### config.mk
export PLATFORM = sky130hd
export DESIGN_NAME = clipped_line_span_rasterizer_top_flat
export DESIGN_NICKNAME = d
export VERILOG_FILES = /design/src/hw/rtl/clsr_pkg.sv /design/src/hw/rtl/clsr_cmd_if.sv /design/src/hw/rtl/clsr_span_if.sv /design/src/hw/rtl/clsr_ctrl.sv /design/src/hw/rtl/clsr_dp.sv /design/src/hw/rtl/clipped_line_span_rasterizer_top.sv /design/src/flat_wrapper.sv
export SDC_FILE = /design/constraint.sdc
export NUM_CORES = 2
export LEC_CHECK = 0
export ABC_CLOCK_PERIOD_IN_PS = 12800
export BUFFER_PORTS_ARGS = -buffer_cell sky130_fd_sc_hd__buf_2
export CAP_MARGIN = 20
export CORE_ASPECT_RATIO = 0.5
export CORE_UTILIZATION = 40
export DETAILED_ROUTE_END_ITERATION = 12
export PLACE_DENSITY = 0.63
export SYNTH_ARGS = -nofsm -noshare
export SYNTH_HDL_FRONTEND = slang
export SYNTH_SLANG_ARGS = --single-unit
### constraint.sdc
create_clock -name clk -period 12.8 [get_ports clk]
set_input_delay 1.28 -clock clk [delete_from_list [all_inputs] [get_ports clk]]
set_output_delay 1.28 -clock clk [all_outputs]
set_load 0.03 [all_outputs]
### src/hw/rtl/clsr_pkg.sv
// Shared types and constants of the clipped line span rasterizer.
// Used by the channel interfaces, the controller, the datapath and the top level.
// Depends on nothing.
package clsr_pkg;

    localparam int CFG_BITS     = 16;
    localparam int CFG_IDX_BITS = 2;
    localparam int VALUE_BITS   = 8;

    localparam logic [CFG_BITS-1:0] BUF_WIDTH_RESET  = 16'd1024;
    localparam logic [CFG_BITS-1:0] BUF_HEIGHT_RESET = 16'd1024;

    typedef enum logic [CFG_IDX_BITS-1:0] {
        CFG_BUF_LEFT   = 2'd0,
        CFG_BUF_TOP    = 2'd1,
        CFG_BUF_WIDTH  = 2'd2,
        CFG_BUF_HEIGHT = 2'd3
    } cfg_index_t;

    typedef enum logic {
        OP_START   = 1'b0,
        OP_ADVANCE = 1'b1
    } op_t;

    typedef enum logic [1:0] {
        MODE_FLAT    = 2'd0,
        MODE_SHALLOW = 2'd1,
        MODE_STEEP   = 2'd2
    } line_mode_t;

    // Commands from the controller to the datapath.
    typedef struct packed {
        logic load_line;
        logic mul_load;
        logic div_step;
        logic finish;
    } dp_cmd_t;

    // Status from the datapath to the controller.
    typedef struct packed {
        logic needs_div;
        logic div_last;
    } dp_status_t;

endpackage

### src/hw/rtl/clsr_cmd_if.sv
// Input channel of the rasterizer: valid/ready handshake with the command payload.
// Depends on clsr_pkg for the fill value width.
interface clsr_cmd_if #(
    parameter int COORD_BITS = 16
);
    import clsr_pkg::*;

    logic                          valid;
    logic                          ready;
    logic                          op;
    logic signed [COORD_BITS-1:0]  end_a_x;
    logic signed [COORD_BITS-1:0]  end_a_y;
    logic signed [COORD_BITS-1:0]  end_b_x;
    logic signed [COORD_BITS-1:0]  end_b_y;
    logic        [VALUE_BITS-1:0]  draw_value;

    modport source (
        output valid, op, end_a_x, end_a_y, end_b_x, end_b_y, draw_value,
        input  ready
    );

    modport sink (
        input  valid, op, end_a_x, end_a_y, end_b_x, end_b_y, draw_value,
        output ready
    );

endinterface

### src/hw/rtl/clsr_span_if.sv
// Output channel of the rasterizer: valid/ready handshake with one span per transaction.
// Depends on clsr_pkg for the fill value width.
interface clsr_span_if #(
    parameter int COORD_BITS = 16
);
    import clsr_pkg::*;

    logic                          valid;
    logic                          ready;
    logic                          span_valid;
    logic signed [COORD_BITS-1:0]  row_y;
    logic signed [COORD_BITS-1:0]  span_left;
    logic signed [COORD_BITS-1:0]  span_right;
    logic        [VALUE_BITS-1:0]  pixel_value;
    logic                          line_done;

    modport source (
        output valid, span_valid, row_y, span_left, span_right, pixel_value, line_done,
        input  ready
    );

    modport sink (
        input  valid, span_valid, row_y, span_left, span_right, pixel_value, line_done,
        output ready
    );

endinterface

### src/hw/rtl/clsr_ctrl.sv
// Controller of the rasterizer: sequences multiply, divide and finish steps per row.
// Depends on clsr_pkg for the command, status and opcode types.
module clsr_ctrl (
    input  logic                    clk,
    input  logic                    rst_n,
    input  logic                    cmd_valid,
    input  clsr_pkg::op_t           cmd_op,
    output logic                    cmd_ready,
    input  logic                    out_ready,
    output logic                    out_valid,
    input  clsr_pkg::dp_status_t    status,
    output clsr_pkg::dp_cmd_t       ctl
);
    import clsr_pkg::*;

    typedef enum logic [3:0] {
        S_IDLE = 4'b0001,
        S_MUL  = 4'b0010,
        S_DIV  = 4'b0100,
        S_FIN  = 4'b1000
    } state_t;

    state_t state_reg;
    state_t state_next;
    logic   out_valid_reg;
    logic   out_valid_next;
    logic   accept;
    logic   out_free;

    assign cmd_ready = (state_reg == S_IDLE);
    assign accept    = cmd_valid && cmd_ready;
    assign out_free  = !out_valid_reg || out_ready;
    assign out_valid = out_valid_reg;

    assign ctl.load_line = accept && (cmd_op == OP_START);
    assign ctl.mul_load  = (state_reg == S_MUL);
    assign ctl.div_step  = (state_reg == S_DIV);
    assign ctl.finish    = (state_reg == S_FIN) && out_free;

    always_comb
    begin
        state_next = state_reg;
        unique case (state_reg)
            S_IDLE:
            begin
                if (accept && (cmd_op == OP_ADVANCE))
                begin
                    state_next = status.needs_div ? S_MUL : S_FIN;
                end
            end
            S_MUL:
            begin
                state_next = S_DIV;
            end
            S_DIV:
            begin
                if (status.div_last)
                begin
                    state_next = S_FIN;
                end
            end
            S_FIN:
            begin
                if (out_free)
                begin
                    state_next = S_IDLE;
                end
            end
            default:
            begin
                state_next = S_IDLE;
            end
        endcase
    end

    always_comb
    begin
        out_valid_next = out_valid_reg;
        if (ctl.finish)
        begin
            out_valid_next = 1'b1;
        end
        else if (out_ready)
        begin
            out_valid_next = 1'b0;
        end
    end

    always_ff @(posedge clk or negedge rst_n)
    begin
        if (!rst_n)
        begin
            state_reg     <= S_IDLE;
            out_valid_reg <= 1'b0;
        end
        else
        begin
            state_reg     <= state_next;
            out_valid_reg <= out_valid_next;
        end
    end

    // The divider only runs for an active sloped line.
    a_div_needs_line: assert property (@(posedge clk) disable iff (!rst_n)
        (state_reg == S_DIV) |-> status.needs_div)
        else $error("divider running without an active sloped line");

    // An accepted advance always produces work before the next transaction.
    a_adv_leaves_idle: assert property (@(posedge clk) disable iff (!rst_n)
        (accept && (cmd_op == OP_ADVANCE)) |=> (state_reg != S_IDLE))
        else $error("advance accepted but controller stayed idle");

    // A finished row waits while the previous result is still unclaimed.
    a_fin_holds: assert property (@(posedge clk) disable iff (!rst_n)
        ((state_reg == S_FIN) && !out_free) |=> ((state_reg == S_FIN) && out_valid_reg))
        else $error("result overwritten while output stalled");

    a_mul_then_div: assert property (@(posedge clk) disable iff (!rst_n)
        (state_reg == S_MUL) |=> (state_reg == S_DIV))
        else $error("multiply step not followed by divide");

endmodule

### src/hw/rtl/clsr_dp.sv
// Datapath of the rasterizer: buffer registers, line state, multiplier, serial divider,
// clipping logic and the output payload register. Depends on clsr_pkg.
module clsr_dp #(
    parameter int COORD_BITS = 16
) (
    input  logic                                  clk,
    input  logic                                  rst_n,
    input  logic                                  cfg_we,
    input  logic [clsr_pkg::CFG_IDX_BITS-1:0]     cfg_index,
    input  logic [clsr_pkg::CFG_BITS-1:0]         cfg_data,
    input  logic signed [COORD_BITS-1:0]          end_a_x,
    input  logic signed [COORD_BITS-1:0]          end_a_y,
    input  logic signed [COORD_BITS-1:0]          end_b_x,
    input  logic signed [COORD_BITS-1:0]          end_b_y,
    input  logic [clsr_pkg::VALUE_BITS-1:0]       draw_value,
    input  clsr_pkg::dp_cmd_t                     ctl,
    output clsr_pkg::dp_status_t                  status,
    output logic                                  span_valid,
    output logic signed [COORD_BITS-1:0]          row_y,
    output logic signed [COORD_BITS-1:0]          span_left,
    output logic signed [COORD_BITS-1:0]          span_right,
    output logic [clsr_pkg::VALUE_BITS-1:0]       pixel_value,
    output logic                                  line_done
);
    import clsr_pkg::*;

    localparam int W        = COORD_BITS;
    localparam int DN       = 2 * W + 1;
    localparam int CNT_BITS = $clog2(DN);
    localparam int QW       = W + 2;
    localparam int XW       = ((W > CFG_BITS) ? W : CFG_BITS) + 4;
    localparam logic [CNT_BITS-1:0] DIV_LAST = CNT_BITS'(DN - 1);

    // Buffer rectangle registers.
    logic signed [CFG_BITS-1:0] buf_left_reg;
    logic signed [CFG_BITS-1:0] buf_top_reg;
    logic        [CFG_BITS-1:0] buf_width_reg;
    logic        [CFG_BITS-1:0] buf_height_reg;

    // Line state.
    logic                   line_active_reg;
    line_mode_t             line_mode_reg;
    logic signed [W-1:0]    current_row_reg;
    logic signed [W-1:0]    final_row_reg;
    logic signed [W-1:0]    origin_x_reg;
    logic signed [W-1:0]    origin_y_reg;
    logic        [W-1:0]    dx_mag_reg;
    logic                   dx_neg_reg;
    logic        [W-1:0]    dy_reg;
    logic signed [W-1:0]    x_low_reg;
    logic signed [W-1:0]    x_high_reg;
    logic [VALUE_BITS-1:0]  stored_value_reg;
    logic signed [QW-1:0]   prev_quot_reg;

    // Divider.
    logic [DN-1:0]          dvd_reg;
    logic [W-1:0]           rem_reg;
    logic [CNT_BITS-1:0]    cnt_reg;

    // Output payload.
    logic                   span_valid_reg;
    logic signed [W-1:0]    row_y_reg;
    logic signed [W-1:0]    span_left_reg;
    logic signed [W-1:0]    span_right_reg;
    logic [VALUE_BITS-1:0]  pixel_value_reg;
    logic                   line_done_reg;

    // Line setup.
    logic signed [W:0]      dx_w;
    logic signed [W:0]      dy_w;
    logic signed [W:0]      dx_o;
    logic        [W:0]      adx_full;
    logic        [W:0]      ady_full;
    logic                   a_lower;
    logic                   zero_len;
    line_mode_t             mode_new;

    // Multiply and divide.
    logic [W-1:0]           row_off;
    logic [W:0]             mul_a;
    logic [DN-1:0]          product;
    logic [W:0]             trial;
    logic [W:0]             diff;
    logic                   ge;
    logic [W:0]             q_mag;
    logic signed [QW-1:0]   quot_now;

    // Clipping.
    logic signed [XW-1:0]   left_x;
    logic signed [XW-1:0]   right_x;
    logic signed [XW-1:0]   top_x;
    logic signed [XW-1:0]   bottom_x;
    logic signed [XW-1:0]   y_x;
    logic signed [XW-1:0]   p_x;
    logic signed [XW-1:0]   q_x;
    logic signed [XW-1:0]   xlo_x;
    logic signed [XW-1:0]   xhi_x;
    logic signed [XW-1:0]   xs;
    logic signed [XW-1:0]   xe;
    logic                   hit;
    logic                   span_ok;
    logic                   last_row;

    always_ff @(posedge clk or negedge rst_n)
    begin
        if (!rst_n)
        begin
            buf_left_reg   <= '0;
            buf_top_reg    <= '0;
            buf_width_reg  <= BUF_WIDTH_RESET;
            buf_height_reg <= BUF_HEIGHT_RESET;
        end
        else if (cfg_we)
        begin
            unique case (cfg_index_t'(cfg_index))
                CFG_BUF_LEFT:   buf_left_reg   <= cfg_data;
                CFG_BUF_TOP:    buf_top_reg    <= cfg_data;
                CFG_BUF_WIDTH:  buf_width_reg  <= cfg_data;
                CFG_BUF_HEIGHT: buf_height_reg <= cfg_data;
                default:        buf_left_reg   <= buf_left_reg;
            endcase
        end
    end

    // Line setup from the two endpoints; the origin is the endpoint with the smaller row.
    always_comb
    begin
        dx_w     = (W+1)'(end_b_x) - (W+1)'(end_a_x);
        dy_w     = (W+1)'(end_b_y) - (W+1)'(end_a_y);
        adx_full = dx_w[W] ? (~dx_w + 1'b1) : dx_w;
        ady_full = dy_w[W] ? (~dy_w + 1'b1) : dy_w;
        a_lower  = (end_a_y <= end_b_y);
        dx_o     = a_lower ? dx_w : -dx_w;
        zero_len = (end_a_x == end_b_x) && (end_a_y == end_b_y);
        if (adx_full > ady_full)
        begin
            mode_new = (ady_full == '0) ? MODE_FLAT : MODE_SHALLOW;
        end
        else
        begin
            mode_new = MODE_STEEP;
        end
    end

    // A shallow line divides the offset of the next row; the current row's
    // position is the previous row's quotient, and zero on the first row.
    assign row_off = current_row_reg - origin_y_reg;
    assign mul_a   = (line_mode_reg == MODE_SHALLOW) ? ((W+1)'(row_off) + (W+1)'(1))
                                                     : (W+1)'(row_off);
    assign product = DN'(mul_a) * DN'(dx_mag_reg);

    // Restoring division step: one quotient bit per cycle.
    assign trial = {rem_reg, dvd_reg[DN-1]};
    assign diff  = trial - {1'b0, dy_reg};
    assign ge    = (trial >= {1'b0, dy_reg});

    assign q_mag    = dvd_reg[W:0];
    assign quot_now = dx_neg_reg ? -QW'(q_mag) : QW'(q_mag);

    assign status.needs_div = line_active_reg && (line_mode_reg != MODE_FLAT);
    assign status.div_last  = (cnt_reg == DIV_LAST);

    always_comb
    begin
        left_x   = XW'(buf_left_reg);
        top_x    = XW'(buf_top_reg);
        right_x  = left_x + XW'(buf_width_reg) - XW'(1);
        bottom_x = top_x + XW'(buf_height_reg) - XW'(1);
        y_x      = XW'(current_row_reg);
        p_x      = XW'(origin_x_reg) + XW'(prev_quot_reg);
        q_x      = XW'(origin_x_reg) + XW'(quot_now);
        xlo_x    = XW'(x_low_reg);
        xhi_x    = XW'(x_high_reg);
        xs       = xlo_x;
        xe       = xhi_x;
        hit      = 1'b1;
        unique case (line_mode_reg)
            MODE_FLAT:
            begin
                hit = !((xs > right_x) || (xe < left_x));
                if (xs < left_x)
                begin
                    xs = left_x;
                end
                if (xe > right_x)
                begin
                    xe = right_x;
                end
            end
            MODE_SHALLOW:
            begin
                xs  = (p_x <= q_x) ? p_x : q_x;
                xe  = ((p_x > q_x) ? p_x : q_x) - XW'(1);
                hit = !((xs > right_x) || (xe < left_x));
                if (xs < left_x)
                begin
                    xs = left_x;
                end
                if (xs < xlo_x)
                begin
                    xs = xlo_x;
                end
                if (xe > right_x)
                begin
                    xe = right_x;
                end
                if (xe > xhi_x)
                begin
                    xe = xhi_x;
                end
            end
            default:
            begin
                xs  = q_x;
                xe  = q_x;
                hit = !((q_x < left_x) || (q_x > right_x));
            end
        endcase
        span_ok  = (y_x >= top_x) && (y_x <= bottom_x) && hit && (xs <= xe);
        last_row = (line_mode_reg == MODE_FLAT) || (current_row_reg >= final_row_reg);
    end

    always_ff @(posedge clk or negedge rst_n)
    begin
        if (!rst_n)
        begin
            line_active_reg <= 1'b0;
        end
        else if (ctl.load_line)
        begin
            line_active_reg <= !zero_len;
        end
        else if (ctl.finish && line_active_reg && last_row)
        begin
            line_active_reg <= 1'b0;
        end
    end

    always_ff @(posedge clk)
    begin
        if (ctl.load_line)
        begin
            stored_value_reg <= draw_value;
            x_low_reg        <= (end_a_x <= end_b_x) ? end_a_x : end_b_x;
            x_high_reg       <= (end_a_x > end_b_x) ? end_a_x : end_b_x;
            origin_x_reg     <= a_lower ? end_a_x : end_b_x;
            origin_y_reg     <= a_lower ? end_a_y : end_b_y;
            current_row_reg  <= a_lower ? end_a_y : end_b_y;
            final_row_reg    <= a_lower ? end_b_y : end_a_y;
            dx_mag_reg       <= adx_full[W-1:0];
            dx_neg_reg       <= dx_o[W];
            dy_reg           <= ady_full[W-1:0];
            line_mode_reg    <= mode_new;
            prev_quot_reg    <= '0;
        end
        else if (ctl.finish && line_active_reg && !last_row)
        begin
            current_row_reg <= current_row_reg + W'(1);
            prev_quot_reg   <= quot_now;
        end
    end

    always_ff @(posedge clk)
    begin
        if (ctl.mul_load)
        begin
            dvd_reg <= product;
            rem_reg <= '0;
            cnt_reg <= '0;
        end
        else if (ctl.div_step)
        begin
            dvd_reg <= {dvd_reg[DN-2:0], ge};
            rem_reg <= ge ? diff[W-1:0] : trial[W-1:0];
            cnt_reg <= cnt_reg + CNT_BITS'(1);
        end
    end

    always_ff @(posedge clk)
    begin
        if (ctl.finish)
        begin
            span_valid_reg  <= line_active_reg && span_ok;
            row_y_reg       <= line_active_reg ? current_row_reg : '0;
            span_left_reg   <= (line_active_reg && span_ok) ? xs[W-1:0] : '0;
            span_right_reg  <= (line_active_reg && span_ok) ? xe[W-1:0] : '0;
            pixel_value_reg <= (line_active_reg && span_ok) ? stored_value_reg : '0;
            line_done_reg   <= !line_active_reg || last_row;
        end
    end

    assign span_valid  = span_valid_reg;
    assign row_y       = row_y_reg;
    assign span_left   = span_left_reg;
    assign span_right  = span_right_reg;
    assign pixel_value = pixel_value_reg;
    assign line_done   = line_done_reg;

endmodule

### src/hw/rtl/clipped_line_span_rasterizer_top.sv
// Top level of the clipped line span rasterizer: controller plus datapath.
// Depends on clsr_pkg, clsr_cmd_if, clsr_span_if, clsr_ctrl and clsr_dp.
//
// Usage. Commands arrive as transactions on the cmd channel. A start transaction
// (op 0) loads a line's two endpoints and its fill byte and produces no result.
// Each advance transaction (op 1) handles one row of the line, from the lower
// row to the higher, and produces exactly one transaction on the span channel,
// clipped to the buffer rectangle set through the cfg write port.
// A sloped line row runs a multiply step, a restoring divide (one quotient bit
// per cycle) and a finish step; a flat line, or an advance with no active line,
// goes straight to the finish step. A new command is accepted only once the
// controller is back in idle.
// The result sits in an output register; while it waits to be taken the block
// still accepts and works on the next transaction, and only a finished row that
// finds the register still occupied waits in its finish step.
// Reset clears the active-line flag and the output valid, and sets the buffer to
// origin 0,0 with width and height 1024. The user must write configuration only
// while idle; the block itself does not enforce it.
module clipped_line_span_rasterizer_top #(
    parameter int COORD_BITS = 16
) (
    input  logic                                  clk,
    input  logic                                  rst_n,
    clsr_cmd_if.sink                              cmd,
    clsr_span_if.source                           span,
    input  logic                                  cfg_we,
    input  logic [clsr_pkg::CFG_IDX_BITS-1:0]     cfg_index,
    input  logic [clsr_pkg::CFG_BITS-1:0]         cfg_data
);
    import clsr_pkg::*;

    // Command and status bundles between the controller and the datapath.
    dp_cmd_t    ctl;
    dp_status_t status;

    // The controller owns both handshakes; the datapath owns every payload.
    clsr_ctrl u_ctrl (
        .clk       (clk),
        .rst_n     (rst_n),
        .cmd_valid (cmd.valid),
        .cmd_op    (op_t'(cmd.op)),
        .cmd_ready (cmd.ready),
        .out_ready (span.ready),
        .out_valid (span.valid),
        .status    (status),
        .ctl       (ctl)
    );

    clsr_dp #(
        .COORD_BITS (COORD_BITS)
    ) u_dp (
        .clk         (clk),
        .rst_n       (rst_n),
        .cfg_we      (cfg_we),
        .cfg_index   (cfg_index),
        .cfg_data    (cfg_data),
        .end_a_x     (cmd.end_a_x),
        .end_a_y     (cmd.end_a_y),
        .end_b_x     (cmd.end_b_x),
        .end_b_y     (cmd.end_b_y),
        .draw_value  (cmd.draw_value),
        .ctl         (ctl),
        .status      (status),
        .span_valid  (span.span_valid),
        .row_y       (span.row_y),
        .span_left   (span.span_left),
        .span_right  (span.span_right),
        .pixel_value (span.pixel_value),
        .line_done   (span.line_done)
    );

endmodule
### src/flat_wrapper.sv
// flat-port wrapper written by rule: the top's interface ports become plain ports
module clipped_line_span_rasterizer_top_flat import clsr_pkg::*;
#(
    parameter int COORD_BITS = 16
)
  (clk, rst_n, cfg_we, cfg_index, cfg_data, cmd_valid, cmd_op, cmd_end_a_x, cmd_end_a_y, cmd_end_b_x, cmd_end_b_y, cmd_draw_value, cmd_ready, span_valid, span_span_valid, span_row_y, span_span_left, span_span_right, span_pixel_value, span_line_done, span_ready);
  clsr_cmd_if #(.COORD_BITS(COORD_BITS)) cmd_i ();
  clsr_span_if #(.COORD_BITS(COORD_BITS)) span_i ();
  input  logic clk;
  input  logic rst_n;
  input  logic cfg_we;
  input  logic [clsr_pkg::CFG_IDX_BITS-1:0] cfg_index;
  input  logic [clsr_pkg::CFG_BITS-1:0] cfg_data;
  input wire logic [$bits(cmd_i.valid)-1:0] cmd_valid;
  input wire logic [$bits(cmd_i.op)-1:0] cmd_op;
  input wire logic [$bits(cmd_i.end_a_x)-1:0] cmd_end_a_x;
  input wire logic [$bits(cmd_i.end_a_y)-1:0] cmd_end_a_y;
  input wire logic [$bits(cmd_i.end_b_x)-1:0] cmd_end_b_x;
  input wire logic [$bits(cmd_i.end_b_y)-1:0] cmd_end_b_y;
  input wire logic [$bits(cmd_i.draw_value)-1:0] cmd_draw_value;
  output wire logic [$bits(cmd_i.ready)-1:0] cmd_ready;
  output wire logic [$bits(span_i.valid)-1:0] span_valid;
  output wire logic [$bits(span_i.span_valid)-1:0] span_span_valid;
  output wire logic [$bits(span_i.row_y)-1:0] span_row_y;
  output wire logic [$bits(span_i.span_left)-1:0] span_span_left;
  output wire logic [$bits(span_i.span_right)-1:0] span_span_right;
  output wire logic [$bits(span_i.pixel_value)-1:0] span_pixel_value;
  output wire logic [$bits(span_i.line_done)-1:0] span_line_done;
  input wire logic [$bits(span_i.ready)-1:0] span_ready;
  assign cmd_i.valid = cmd_valid;
  assign cmd_i.op = cmd_op;
  assign cmd_i.end_a_x = cmd_end_a_x;
  assign cmd_i.end_a_y = cmd_end_a_y;
  assign cmd_i.end_b_x = cmd_end_b_x;
  assign cmd_i.end_b_y = cmd_end_b_y;
  assign cmd_i.draw_value = cmd_draw_value;
  assign cmd_ready = cmd_i.ready;
  assign span_valid = span_i.valid;
  assign span_span_valid = span_i.span_valid;
  assign span_row_y = span_i.row_y;
  assign span_span_left = span_i.span_left;
  assign span_span_right = span_i.span_right;
  assign span_pixel_value = span_i.pixel_value;
  assign span_line_done = span_i.line_done;
  assign span_i.ready = span_ready;
  clipped_line_span_rasterizer_top #(.COORD_BITS(COORD_BITS)) u_core (.clk(clk), .rst_n(rst_n), .cmd(cmd_i), .span(span_i), .cfg_we(cfg_we), .cfg_index(cfg_index), .cfg_data(cfg_data));
endmodule
==> flow_summary.yaml <==
synth:
  post_synth_and_or_nand_nor_area_fraction_pct: 14.99
  post_synth_main_area_contributors: "sky130_fd_sc_hd__ha_1, sky130_fd_sc_hd__edfxtp_1, sky130_fd_sc_hd__fa_1"
  yosysTopAreaCellShare_pct: 18.80
  synth_nets: 5348
  synthMuxAreaShare_pct: 4.807
  synth_compound_gate_area_share_pct: 14.73
  syn_avg_cell_area_um2: 8.991
  synth_edf_count: 230
  synth_adder_area_share_pct: 29.80
  post_synth_instance_area_um2: 39870
  yosys_register_bits: 340
  synth_seq_area_share_pct: 23.73
  synth_flop_type: "sky130_fd_sc_hd__edfxtp_1"
  dominant_combinational_cell_family_by_area_after_synthesis: "adder cells"
  gate_count_post_synth: 4435
  yosys_warnings: 0
  post_synth_xor_area_fraction_pct: 4.920
  synth-async-reset-ratio_pct: 20.59
  synth.largest_area_cell: "sky130_fd_sc_hd__ha_1"
  synth_cell_type_count: 101
layout:
  largest_reg_flops: 33
  fin_area_um2: 46630
  num-nets-final: 5752
  synthToLayoutAreaGrowth_pct: 16.95
  ratio_of_cells_with_drive_above_1_in_the_final_layout_pct: 17.64
  finalCoreUtilization_pct: 47.48
  area_of_the_multi_input_gates_um2: 28480
  layout.cells.most_common: "sky130_fd_sc_hd__inv_1"
  layout.filler_cells: 9311
  final-seq-area_um2: 9463
  leading_cell_types_in_the_layout_fill_and_taps_excluded: "sky130_fd_sc_hd__inv_1, sky130_fd_sc_hd__ha_1, sky130_fd_sc_hd__nand2_1"
global_routing:
  grt.overflow.total: 0
  first_pass_grt_wire_length_um: 198500
  grt_max_degree: 94
  via_count_of_the_first_global_routing_pass: 34002
  antenna_found_initial: 6
  track_usage_pct: 25.32
sta:
  setup_tns_ns: 0
  final_critical_path_setup_slack_ns: 0.3818
  period_minus_slack_ns: 12.42
  grt_setup_unrepaired: "yes"
  drv_slew: 0
  setup_viol: 0
  worstMarginPinSlew_ns: 1.151
  clock.fmax_mhz: 80.53
  slew_headroom_pct: 23.19
  timing.final.crit_share_pct: 97.02
  timing_hold_violations_final: 0
  finalClockSkew_ns: 0.03597
clock_network:
  clock_sink_count: 340
  cts-buffers-inserted: 38
  h-tree-depth: 2
  ctsLongestPathBuffers: 3
  cts_root_buf: "sky130_fd_sc_hd__clkbuf_16"
  tritoncts_clock_tree: "done"
  cts_hold_repair.buffers: 0
  clkLatencyLatePin_ns: 0.61
  clk_pin_slew_ns: 0.06
placed_design:
  detailed_place.area_um2: 44040
  post_detailed_placement_half_perimeter_wirelength_um: 104000
  port-buffer-count: 155
  dp_worst_setup_slack_ns: -0.5051
  routabilityCongestion: 1.062
floorplanning:
  die_boundary_height_um: 225.3
  die_area_um2: 101000
  design.portCount: 156
  initial_utilization_pct: 40.60
  die_w_um: 448.5
  row_count: 81
  placeableCoreArea_um2: 98210
drt:
  routed_wl_um: 129400
  route.detailed.vias_per_inst: 5.542
  wl_per_cell_um: 20.87
  drt-initial-drc-count: 2962
  drt_drc_violations_left: 0
  dr_total_vias: 34358
  route.antenna.remaining_nets: 0
  drt_pass1_iterations: 7
setup_path:
  path_class: "reg -> reg"
  req_time_crit_path_ns: 13.19
  worstPathArrival_ns: 12.81
  cp_max_fo: 6
  cpMostUsedCell: "sky130_fd_sc_hd__a21o_1"
  setup.worst_path.start_class: "flop"
  critPathSlowestCell: "sky130_fd_sc_hd__or4b_4"
  worst_path_largest_cell_delay_ns: 0.58
  worstSetupEndpointType: "flop"
job:
  timing.max_cap.violations: 0
worst_hold_path:
  hp-class: "reg -> reg"
outcome:
  run_status: "finished clean"
-- Yosys cell counts (23+ instances only) --
cell	instances
sky130_fd_sc_hd__inv_1	602
sky130_fd_sc_hd__ha_1	599
sky130_fd_sc_hd__nand2_1	457
sky130_fd_sc_hd__o21ai_0	256
sky130_fd_sc_hd__a21oi_1	235
sky130_fd_sc_hd__edfxtp_1	230
sky130_fd_sc_hd__fa_1	218
sky130_fd_sc_hd__nor2_1	206
sky130_fd_sc_hd__and2_1	138
sky130_fd_sc_hd__xnor2_1	136
sky130_fd_sc_hd__a21o_1	117
sky130_fd_sc_hd__mux2_2	113
sky130_fd_sc_hd__clkbuf_1	95
sky130_fd_sc_hd__xor2_1	83
sky130_fd_sc_hd__nand3_1	72
sky130_fd_sc_hd__nand4_1	69
sky130_fd_sc_hd__dfrtp_1	67
sky130_fd_sc_hd__nor2b_1	61
sky130_fd_sc_hd__nand2b_1	60
sky130_fd_sc_hd__mux2i_1	57
sky130_fd_sc_hd__o21a_1	51
sky130_fd_sc_hd__nor3_1	44
sky130_fd_sc_hd__dfxtp_1	40
sky130_fd_sc_hd__o21bai_1	29
sky130_fd_sc_hd__o31ai_1	25
sky130_fd_sc_hd__a211oi_1	24
sky130_fd_sc_hd__and3_1	23
-- final timing paths --
check / from / end / slack, ns / depth (start not counted)
hold / removal: u_core.u_dp.rem_reg[15] / u_core.u_dp.rem_reg[15] / 0.46 / 2
min in group asynchronous: rst_n / u_core.u_dp.buf_height_reg[0] / 0.82 / 1
hold reg to reg: u_core.u_dp.rem_reg[15] / u_core.u_dp.rem_reg[15] / 0.46 / 2
setup / recovery: u_core.u_dp.dvd_reg[3] / u_core.u_dp.span_right[14] / 0.38 / 66
setup reg to reg: u_core.u_dp.dvd_reg[3] / u_core.u_dp.span_right[14] / 0.38 / 66
max in group asynchronous: rst_n / u_core.u_dp.buf_width_reg[14] / 11.29 / 1
-- final cells by class --
cell class | count | area share, %
Timing Repair Buffer | 491 | 7.398
Sequential cell | 340 | 20.29
Clock buffer | 48 | 2.163
Antenna cell | 3 | 0.01610
Multi-Input combinational cell | 3363 | 61.09
Clock inverter | 22 | 0.5930
Tap cell | 1328 | 3.563
Inverter | 605 | 4.889
-- timing repair --
item                                    4_1_cts  5_1_grt
endpoints found under the setup margin       41       41
resized for setup                            35      137
setup buffers                                 8       42
endpoints found under the hold margin         0        0
cloned                                        1        5
pin swaps                                    12       90
-- metrics by stage --
step	instances	hold WS, ns
2_1_floorplan	4435	0.4258
3_3_place_gp	6070	0.4359
3_5_place_dp	6070	0.4499
4_1_cts	6149	0.4632
5_1_grt	6200	0.4893
6_report	6200	0.4584
-- layer usage --
metal | vias to the layer above | routed length (um) | share of wire, % | GRT usage [%]
met5 | - | 0 | 0 | 0
met4 | 0 | 4991 | 3.9 | 9.600
met3 | 268 | 9144 | 7.1 | 3.960
met2 | 1115 | 58580 | 45 | 41.33
met1 | 16792 | 56680 | 44 | 33.77
li1 | 16183 | - | - | -
-- worst max-delay path, delay by kind of cell, from the launching register on --
kind / cells / cell delay, ns
xor+xnor: 2 / 0.28
simple gates: 16 / 2.73
compound gates: 29 / 4.80
fa+ha+maj: 5 / 1.31
buf+inv: 8 / 1.15
mux: 6 / 1.49
flops: 1 / 0.39
-- logic make-up (layout without fill, tap and decap cells) --
group / Yosys count / after routing
AO/OA/AOI/OAI: 919 / 920
XOR/XNOR: 221 / 221
adder cells (fa/ha/maj): 819 / 819
buffers and inverters: 734 / 1166
flip-flops: 340 / 340
multiplexers: 175 / 176
other: 0 / 3
AND/OR/NAND/NOR: 1227 / 1227
Power is not shown: default switching activity piles up to over one toggle a cycle in this logic, so the estimate is an artifact.
